===== src/design/mp3_joint_stereo_pair_defines.svh =====
// assertion macros shared by the joint stereo pair design
`ifndef MP3_JOINT_STEREO_PAIR_DEFINES_SVH
`define MP3_JOINT_STEREO_PAIR_DEFINES_SVH

// antecedent implies consequent in the same cycle
`define MP3JS_ASSERT_SAME(label, ante, cons) \
  label: assert property (@(posedge clk) disable iff (!rst_n) (ante) |-> (cons)) \
    else $error("joint stereo pair check failed");

// antecedent implies consequent in the next cycle
`define MP3JS_ASSERT_NEXT(label, ante, cons) \
  label: assert property (@(posedge clk) disable iff (!rst_n) (ante) |=> (cons)) \
    else $error("joint stereo pair check failed");

`endif


===== src/design/mp3js_pkg.sv =====
// types, register indexes and coefficient tables of the joint stereo pair
package mp3js_pkg;

  // configuration register indexes
  localparam logic [2:0] RegJointStereo     = 3'd0;
  localparam logic [2:0] RegMsEnable        = 3'd1;
  localparam logic [2:0] RegIntensityEnable = 3'd2;
  localparam logic [2:0] RegIsMpeg1         = 3'd3;
  localparam logic [2:0] RegDownmixEnable   = 3'd4;
  localparam logic [2:0] RegLsfScaleSel     = 3'd5;

  // border used when intensity stereo is off
  localparam logic [4:0] BandLimit = 5'd22;

  // q0.15 sqrt(1/2)
  localparam logic [14:0] SqrtHalf = 15'h5a82;

  // mpeg-1 tangent tables
  localparam logic [14:0] TAN_LEFT [7] = '{
    15'h0000, 15'h1b0c, 15'h2ed9, 15'h4000, 15'h5126, 15'h64f3, 15'h7fff
  };
  localparam logic [14:0] TAN_RIGHT [7] = '{
    15'h7fff, 15'h64f3, 15'h5126, 15'h4000, 15'h2ed9, 15'h1b0c, 15'h0000
  };

  // mpeg-2 tables, one per intensity scale
  localparam logic [14:0] LSF_TAB0 [16] = '{
    15'h7fff, 15'h6ba2, 15'h5a82, 15'h4c1b, 15'h4000, 15'h35d1, 15'h2d41, 15'h260d,
    15'h2000, 15'h1ae8, 15'h16a0, 15'h1306, 15'h1000, 15'h0d74, 15'h0b50, 15'h0983
  };
  localparam logic [14:0] LSF_TAB1 [16] = '{
    15'h7fff, 15'h5a82, 15'h4000, 15'h2d41, 15'h2000, 15'h16a0, 15'h1000, 15'h0b50,
    15'h0800, 15'h05a8, 15'h0400, 15'h02d4, 15'h0200, 15'h016a, 15'h0100, 15'h00b5
  };

  typedef struct packed {
    logic joint_stereo;
    logic ms_enable;
    logic intensity_enable;
    logic is_mpeg1;
    logic downmix_enable;
    logic lsf_scale_sel;
  } cfg_t;

  // decoded operation for one pair: left = mul + addend, right = mul or bypass
  typedef struct packed {
    logic        l_mul_en;
    logic [31:0] l_mul_a;
    logic [14:0] l_coef;
    logic [31:0] l_add;
    logic        r_mul_en;
    logic [31:0] r_mul_a;
    logic [14:0] r_coef;
    logic [31:0] r_byp;
  } op_t;

endpackage


===== src/design/mp3js_decode.sv =====
// path selection and operand setup for one coefficient pair
module mp3js_decode import mp3js_pkg::*; (
  input  cfg_t        cfg,
  input  logic [31:0] left_sample,
  input  logic [31:0] right_sample,
  input  logic [4:0]  band_number,
  input  logic [4:0]  intensity_border,
  input  logic [4:0]  intensity_position,
  input  logic [4:0]  illegal_position,
  output op_t         op
);

  logic [31:0] sum;
  logic [31:0] diff;
  logic [31:0] half_sum;
  logic [31:0] half_l;
  logic [4:0]  border;
  logic        bad_pos;
  logic        plain;
  logic [2:0]  idx1;
  logic [3:0]  idx_dm;
  logic [5:0]  pos_up;
  logic [3:0]  idx_odd;
  logic [3:0]  idx_even;
  logic [14:0] lsf_dm;
  logic [14:0] lsf_odd;
  logic [14:0] lsf_even;

  // shared sums and halves, all wrapping at 32 bits
  assign sum      = left_sample + right_sample;
  assign diff     = left_sample - right_sample;
  assign half_sum = {sum[31], sum[31:1]};
  assign half_l   = {left_sample[31], left_sample[31:1]};

  // band classification
  assign border  = cfg.intensity_enable ? intensity_border : BandLimit;
  assign bad_pos = cfg.intensity_enable && (intensity_position == illegal_position);
  assign plain   = (band_number < border) || bad_pos;

  // clamped table indexes
  assign idx1    = (intensity_position > 5'd6) ? 3'd6 : intensity_position[2:0];
  assign idx_dm  = (intensity_position > 5'd15) ? 4'd15 : intensity_position[3:0];
  assign pos_up  = {1'b0, intensity_position} + 6'd1;
  assign idx_odd = (pos_up[5:1] > 5'd15) ? 4'd15 : pos_up[4:1];
  assign idx_even = intensity_position[4:1];

  assign lsf_dm   = cfg.lsf_scale_sel ? LSF_TAB1[idx_dm]   : LSF_TAB0[idx_dm];
  assign lsf_odd  = cfg.lsf_scale_sel ? LSF_TAB1[idx_odd]  : LSF_TAB0[idx_odd];
  assign lsf_even = cfg.lsf_scale_sel ? LSF_TAB1[idx_even] : LSF_TAB0[idx_even];

  // operand selection per path
  always_comb begin
    op.l_mul_en = 1'b0;
    op.l_mul_a  = left_sample;
    op.l_coef   = '0;
    op.l_add    = left_sample;
    op.r_mul_en = 1'b0;
    op.r_mul_a  = left_sample;
    op.r_coef   = '0;
    op.r_byp    = right_sample;
    if (!cfg.joint_stereo) begin
      if (cfg.downmix_enable) begin
        op.l_add = half_sum;
      end
    end else if (plain) begin
      if (cfg.ms_enable) begin
        op.l_mul_en = 1'b1;
        op.l_coef   = SqrtHalf;
        op.l_add    = '0;
        if (!cfg.downmix_enable) begin
          op.l_mul_a  = sum;
          op.r_mul_en = 1'b1;
          op.r_mul_a  = diff;
          op.r_coef   = SqrtHalf;
        end
      end else if (cfg.downmix_enable) begin
        op.l_add = half_sum;
      end
    end else if (cfg.intensity_enable) begin
      if (cfg.is_mpeg1) begin
        if (cfg.downmix_enable) begin
          op.l_add = half_l;
        end else begin
          op.l_mul_en = 1'b1;
          op.l_coef   = TAN_LEFT[idx1];
          op.l_add    = '0;
          op.r_mul_en = 1'b1;
          op.r_coef   = TAN_RIGHT[idx1];
        end
      end else if (cfg.downmix_enable) begin
        op.l_mul_en = 1'b1;
        op.l_mul_a  = half_l;
        op.l_coef   = lsf_dm;
        op.l_add    = half_l;
      end else if (intensity_position[0]) begin
        op.l_mul_en = 1'b1;
        op.l_coef   = lsf_odd;
        op.l_add    = '0;
        op.r_byp    = left_sample;
      end else begin
        op.r_mul_en = 1'b1;
        op.r_coef   = lsf_even;
      end
    end
  end

endmodule


===== src/design/mp3_joint_stereo_pair.sv =====
// top level of the layer iii joint stereo pair processor
//
// Usage:
// - input channel (in_valid/in_ready) carries one left/right coefficient
//   word with its band number, intensity border, intensity position and
//   illegal position; one processed word leaves on out_valid/out_ready
// - configuration channel (cfg_valid/cfg_ready) writes one mode bit per
//   word, bit 0 of cfg_data into the register selected by cfg_index;
//   unknown indexes are ignored, cfg_ready is always high; write only
//   while no word is in flight
// - out_valid rises once the accepted word has passed the register stages
//   in order (decode, multiply, align and add)
// - throughput: one word per cycle while out_ready stays high, set by the
//   three register stages with one 32x16 multiplier per channel side
// - reset (rst_n low, synchronous) empties the pipeline and loads the mode
//   defaults: everything off, mpeg-1 tables selected
// - when out_ready is low the result holds in the output register; earlier
//   stages keep filling empty slots and in_ready drops only once every
//   stage holds a word
`include "mp3_joint_stereo_pair_defines.svh"

module mp3_joint_stereo_pair import mp3js_pkg::*; (
  input  logic        clk,
  input  logic        rst_n,
  // configuration
  input  logic        cfg_valid,
  output logic        cfg_ready,
  input  logic [2:0]  cfg_index,
  input  logic        cfg_data,
  // input words
  input  logic        in_valid,
  output logic        in_ready,
  input  logic [31:0] in_left_sample,
  input  logic [31:0] in_right_sample,
  input  logic [4:0]  in_band_number,
  input  logic [4:0]  in_intensity_border,
  input  logic [4:0]  in_intensity_position,
  input  logic [4:0]  in_illegal_position,
  // result words
  output logic        out_valid,
  input  logic        out_ready,
  output logic [31:0] out_left_out,
  output logic [31:0] out_right_out
);

  cfg_t cfg_r;
  op_t  dec_op;
  op_t  s1_op_r;
  logic s1_valid_r;
  logic s2_valid_r;
  logic s3_valid_r;
  logic s1_adv;
  logic s2_adv;
  logic s3_adv;

  logic signed [47:0] l_prod_r;
  logic signed [47:0] r_prod_r;
  logic               l_mul_en_r;
  logic               r_mul_en_r;
  logic [31:0]        l_add_r;
  logic [31:0]        r_byp_r;

  logic [31:0] left_nxt;
  logic [31:0] right_nxt;
  logic [31:0] left_r;
  logic [31:0] right_r;

  // configuration registers
  assign cfg_ready = 1'b1;

  always_ff @(posedge clk) begin
    if (!rst_n) begin
      cfg_r <= '{joint_stereo: 1'b0, ms_enable: 1'b0, intensity_enable: 1'b0,
                 is_mpeg1: 1'b1, downmix_enable: 1'b0, lsf_scale_sel: 1'b0};
    end else if (cfg_valid && cfg_ready) begin
      case (cfg_index)
        RegJointStereo:     cfg_r.joint_stereo     <= cfg_data;
        RegMsEnable:        cfg_r.ms_enable        <= cfg_data;
        RegIntensityEnable: cfg_r.intensity_enable <= cfg_data;
        RegIsMpeg1:         cfg_r.is_mpeg1         <= cfg_data;
        RegDownmixEnable:   cfg_r.downmix_enable   <= cfg_data;
        RegLsfScaleSel:     cfg_r.lsf_scale_sel    <= cfg_data;
        default: ;
      endcase
    end
  end

  // per-stage flow control: a stage loads when it is empty or draining
  assign s3_adv   = !s3_valid_r || out_ready;
  assign s2_adv   = !s2_valid_r || s3_adv;
  assign s1_adv   = !s1_valid_r || s2_adv;
  assign in_ready = s1_adv;

  always_ff @(posedge clk) begin
    if (!rst_n) begin
      s1_valid_r <= 1'b0;
      s2_valid_r <= 1'b0;
      s3_valid_r <= 1'b0;
    end else begin
      if (s1_adv) s1_valid_r <= in_valid;
      if (s2_adv) s2_valid_r <= s1_valid_r;
      if (s3_adv) s3_valid_r <= s2_valid_r;
    end
  end

  // stage 1: path decode and operand select
  mp3js_decode u_decode (
    .cfg                (cfg_r),
    .left_sample        (in_left_sample),
    .right_sample       (in_right_sample),
    .band_number        (in_band_number),
    .intensity_border   (in_intensity_border),
    .intensity_position (in_intensity_position),
    .illegal_position   (in_illegal_position),
    .op                 (dec_op)
  );

  always_ff @(posedge clk) begin
    if (s1_adv && in_valid) s1_op_r <= dec_op;
  end

  // stage 2: signed by unsigned q0.15 products
  always_ff @(posedge clk) begin
    if (s2_adv && s1_valid_r) begin
      l_prod_r   <= 48'($signed(s1_op_r.l_mul_a) * $signed({1'b0, s1_op_r.l_coef}));
      r_prod_r   <= 48'($signed(s1_op_r.r_mul_a) * $signed({1'b0, s1_op_r.r_coef}));
      l_mul_en_r <= s1_op_r.l_mul_en;
      r_mul_en_r <= s1_op_r.r_mul_en;
      l_add_r    <= s1_op_r.l_add;
      r_byp_r    <= s1_op_r.r_byp;
    end
  end

  // stage 3: shift by 15, keep low 32 bits, add left addend
  assign left_nxt  = (l_mul_en_r ? l_prod_r[46:15] : 32'd0) + l_add_r;
  assign right_nxt = r_mul_en_r ? r_prod_r[46:15] : r_byp_r;

  always_ff @(posedge clk) begin
    if (s3_adv && s2_valid_r) begin
      left_r  <= left_nxt;
      right_r <= right_nxt;
    end
  end

  assign out_valid     = s3_valid_r;
  assign out_left_out  = left_r;
  assign out_right_out = right_r;

  // pipeline checks
  `MP3JS_ASSERT_NEXT(a_in_to_s1, in_valid && in_ready, s1_valid_r)
  `MP3JS_ASSERT_NEXT(a_s1_to_s2, s1_valid_r && s2_adv, s2_valid_r)
  `MP3JS_ASSERT_NEXT(a_s2_to_out, s2_valid_r && s3_adv, out_valid)
  `MP3JS_ASSERT_SAME(a_empty_ready, !s1_valid_r && !s2_valid_r && !s3_valid_r, in_ready)

endmodule


===== config.mk =====
export PLATFORM = sky130hd
export DESIGN_NAME = mp3_joint_stereo_pair
export DESIGN_NICKNAME = d
export VERILOG_FILES = /design/src/design/mp3js_pkg.sv /design/src/design/mp3js_decode.sv /design/src/design/mp3_joint_stereo_pair.sv
export VERILOG_INCLUDE_DIRS = /design/src /design/src/design
export SDC_FILE = /design/constraint.sdc
export NUM_CORES = 2
export LEC_CHECK = 0
export ABC_CLOCK_PERIOD_IN_PS = 14600
export BUFFER_PORTS_ARGS = -buffer_cell sky130_fd_sc_hd__buf_2
export CORE_MARGIN = 2
export CORE_UTILIZATION = 53
export CTS_BUF_LIST = sky130_fd_sc_hd__clkbuf_2
export CTS_CLUSTER_DIAMETER = 60
export DETAILED_ROUTE_END_ITERATION = 10
export GPL_TIMING_DRIVEN = 0
export PLACE_DENSITY = 0.74
export SYNTH_ARGS = -nofsm -noshare
export SYNTH_HDL_FRONTEND = slang
export SYNTH_HIERARCHICAL = 1
export SYNTH_SLANG_ARGS = --single-unit

===== constraint.sdc =====
create_clock -name clk -period 14.6 [get_ports clk]
set_input_delay 0.73 -clock clk [delete_from_list [all_inputs] [get_ports clk]]
set_output_delay 0.73 -clock clk [all_outputs]
set_load 0.01 [all_outputs]

==> run_results.csv <==
group,metric,value,unit
synth,synth_fp_nets,7137,
sta,rsz0062_at_grt,"false",
clocking,root_buffer,"clkbuf_2",
status,status,"completed",
final_layout,fin_cells,7606,
grt,grt_first_pass_wirelength,268,mm
clocking,htree_levels,3,
die,fp.dieH,325,um
die,core,102000,um^2
sta,fmax,0.119,GHz
worst_setup_path,cp-start-kind,"flop",
worst_setup_path,r2r_start,"s1_op_r[39]",
sta,setup_tns,0,ns
routing,detail-route-antenna-nets,0,
routing,drc,0,
worst_setup_path,cp.arrival,9.36,ns
worst_hold_path,hold_path.class,"primary input to flop",
sta,setup_slack,6.23,ns
worst_setup_path,r2r_cells,23,
die,start_util,0.535,
placed_design,place_area,57500,um^2
worst_setup_path,critPathSlowestCell,"a2111oi_1",
pwr,leakage,26.9,nW
placed_design,dp_cells,7346,
final_layout,fin_nets,7487,
worst_setup_path,crit_start,"s1_op_r[39]",
worst_setup_path,cp_cell_sequence,"clkbuf_1 > nand2_1 > fa_1 > inv_1 > fa_1 > inv_1 > fa_1 > inv_1 > fa_1 > fa_1 > inv_1 > fa_1 > inv_1 > ha_1 > nand2_1 > o2111ai_1 > a211oi_2 > nor2_4 > a21oi_1 > a2111oi_1 > o2111ai_1 > nand3b_1 > xor2_1",
routing,wirelength,175,mm
routing,vias_per_cell,5.75,
synth,ys.flop_type,"edfxtp_1",
die,top_level_ports,160,
sta,period_share,0.573,
clocking,postCtsSetupRepairBufs,0,
final_layout,final_util,0.580,
die,rows,117,
worst_setup_path,cp_data_required_time,15.59,ns
synth,ys_types,103,
routing,wl_per_cell,23.0,um
placed_design,place.gp.congestion,0.990,
worst_setup_path,endpoint,"r_prod_r[42]",
routing,drt_iter0_markers,4571,
final_layout,post_route_cells_drive_above_1_share,0.0726,
sta,tightest_slew,1.26,ns
synth,ys_seq_area_frac,0.198,
clocking,insertion_delay,1.22,ns
sta,hold-worst-slack,0.224,ns
routing,vias,43708,
sta,finClkSkew,0.0709,ns
pwr,peakVddDrop,289,uV
sta,hold_viol_final,0,
synth,syn_inst,5807,
clocking,ctsResizeCount,0,
grt,groute.usage.overall,0.336,
grt,antenna_found_initial,23,
routing,firstDrtPassIters,9,
synth,synth_edf_count,354,
grt,grt.overflow.total,0,
clocking,postCtsHoldBufs,77,
clocking,clk_pin_slew,0.09,ns
placed_design,hpwlAfterDp,145,mm
placed_design,portBuffers,156,
sta,relSlewSlack,0.157,
worst_setup_path,cpMostUsedCell,"fa_1",
synth,synth_area_per_cell,9.41,um^2
clocking,cts_made_buffers,100,
sta,finalMaxSlewViolations,0,
flow_run,maxCapViolations,0,
final_layout,final_area,59200,um^2
die,fp.dieArea,106000,um^2
pwr,finalPower,11.7,mW
worst_setup_path,regToRegSetupSlack,6.23,ns
clocking,ctsLongestPathBuffers,3,
synth,ys_seq_elements,363,
worst_setup_path,crit_path_max_fanout,10,
sta,fin_crit,8.37,ns
synth,synth_warnings,6,
die,die_w,325,um
clocking,clock-sinks,363,
worst_setup_path,critPathKind,"flop to flop",
worst_setup_path,r2r_end,"r_prod_r[42]",
worst_setup_path,slowest_delay,1.10,ns
placed_design,dp_slack,6.45,ns
grt,grt_pass1_vias,44452,
synth,async_flop_share,0,
pwr,power_density,198,nW/um^2
clocking,tritoncts,"done",
final_layout,num-fill-cells,9081,
worst_setup_path,cp-end-kind,"flop",
synth,netlist_area,54600,um^2
final_layout,syn_to_final_growth,8.40,%
grt,grt_max_degree,31,
sta,setup_violations,0,
-- how the worst min path moves through the flow --
stage                                   from          end  slack (ns)  cells past startpoint
after floorplan                  s1_op_r[80]   l_add_r[0]        0.40                      0
after global placement           s1_op_r[85]   l_add_r[5]        0.40                      0
after detailed placement        s1_op_r[110]  l_add_r[30]        0.41                      0
after CTS                  in_left_sample[4]  s1_op_r[51]        0.07                      4
after global routing       in_left_sample[3]  s1_op_r[50]        0.18                      4
final                     in_left_sample[14]  s1_op_r[61]        0.22                      4
-- cells in the final DEF (no fill, tap or decap), types with 77 or more instances in the layout --
cell type	n
inv_1	1039
ha_1	338
clkbuf_2	133
buf_2	170
nor2_1	232
o21ai_0	175
fa_1	899
a21oi_1	248
nand2_1	718
edfxtp_1	354
and2_1	487
xnor2_1	134
dlygate4sd3_1	77
clkbuf_1	266
nand3_1	77
-- sequential cells by signal, summed over array words and instances, names as in the netlist, 6 cells and up --
| signal | count |
|---|---|
| r_byp_r | 32 |
| out_right_out | 32 |
| l_add_r | 32 |
| s1_op_r | 160 |
| l_prod_r | 32 |
| r_prod_r | 32 |
| cfg_r | 6 |
| out_left_out | 32 |
-- cell type report --
class                           instances  area [um^2]  area share
Timing Repair Buffer                  248         1890      0.0320
Clock inverter                         42          264     0.00446
Multi-Input combinational cell       4095        38700       0.654
Tap cell                             1368         1710      0.0289
Inverter                             1046         3930      0.0663
Clock buffer                          133          666      0.0112
Antenna cell                            8         20.0    0.000338
Buffer                                303         1180      0.0200
Sequential cell                       363        10800       0.183
-- layer usage --
| layer | share of wire | vias up | global-route usage |
|---|---|---|---|
| met5 | 0.00078 | - | 0 |
| met4 | 0.048 | 22 | 0.145 |
| met3 | 0.11 | 384 | 0.0888 |
| met2 | 0.43 | 2233 | 0.491 |
| met1 | 0.42 | 21796 | 0.472 |
| li1 | - | 19273 | - |
-- Yosys cell counts, types with 77 or more instances --
cell type	count	area share
inv_1	1039	0.071
fa_1	899	0.33
nand2_1	718	0.049
and2_1	487	0.056
edfxtp_1	354	0.19
ha_1	338	0.077
clkbuf_1	266	0.018
a21oi_1	248	0.023
nor2_1	232	0.016
o21ai_0	175	0.016
xnor2_1	134	0.021
nand3_1	77	0.0071
-- worst max-delay path, delay by kind of cell (launching register included) --
kind	cells	cell delay, ns
adders and majority gates	7	3.36
AOI/OAI and AO/OA	5	2.03
buffers and inverters	6	1.03
and+or+nand+nor	4	0.79
DFF	1	0.70
xor gates and xnor gates	1	0.23
-- power breakdown --
part	switching (mW)	internal, mW	total (mW)
Combinational	5.49	3.65	9.14
Clock	0.464	0.307	0.771
Sequential	0.0858	1.70	1.79
Total	6.04	5.66	11.7
-- kinds of logic after synthesis --
logic type	synth area share
AND/OR/NAND/NOR	0.152
multiplexers	0.0160
adder cells (fa/ha/maj)	0.407
other	0.0000687
buffers and inverters	0.0936
XOR/XNOR	0.0274
flip-flops	0.198
AO/OA/AOI/OAI	0.106
(Power assumes the default switching activity.)
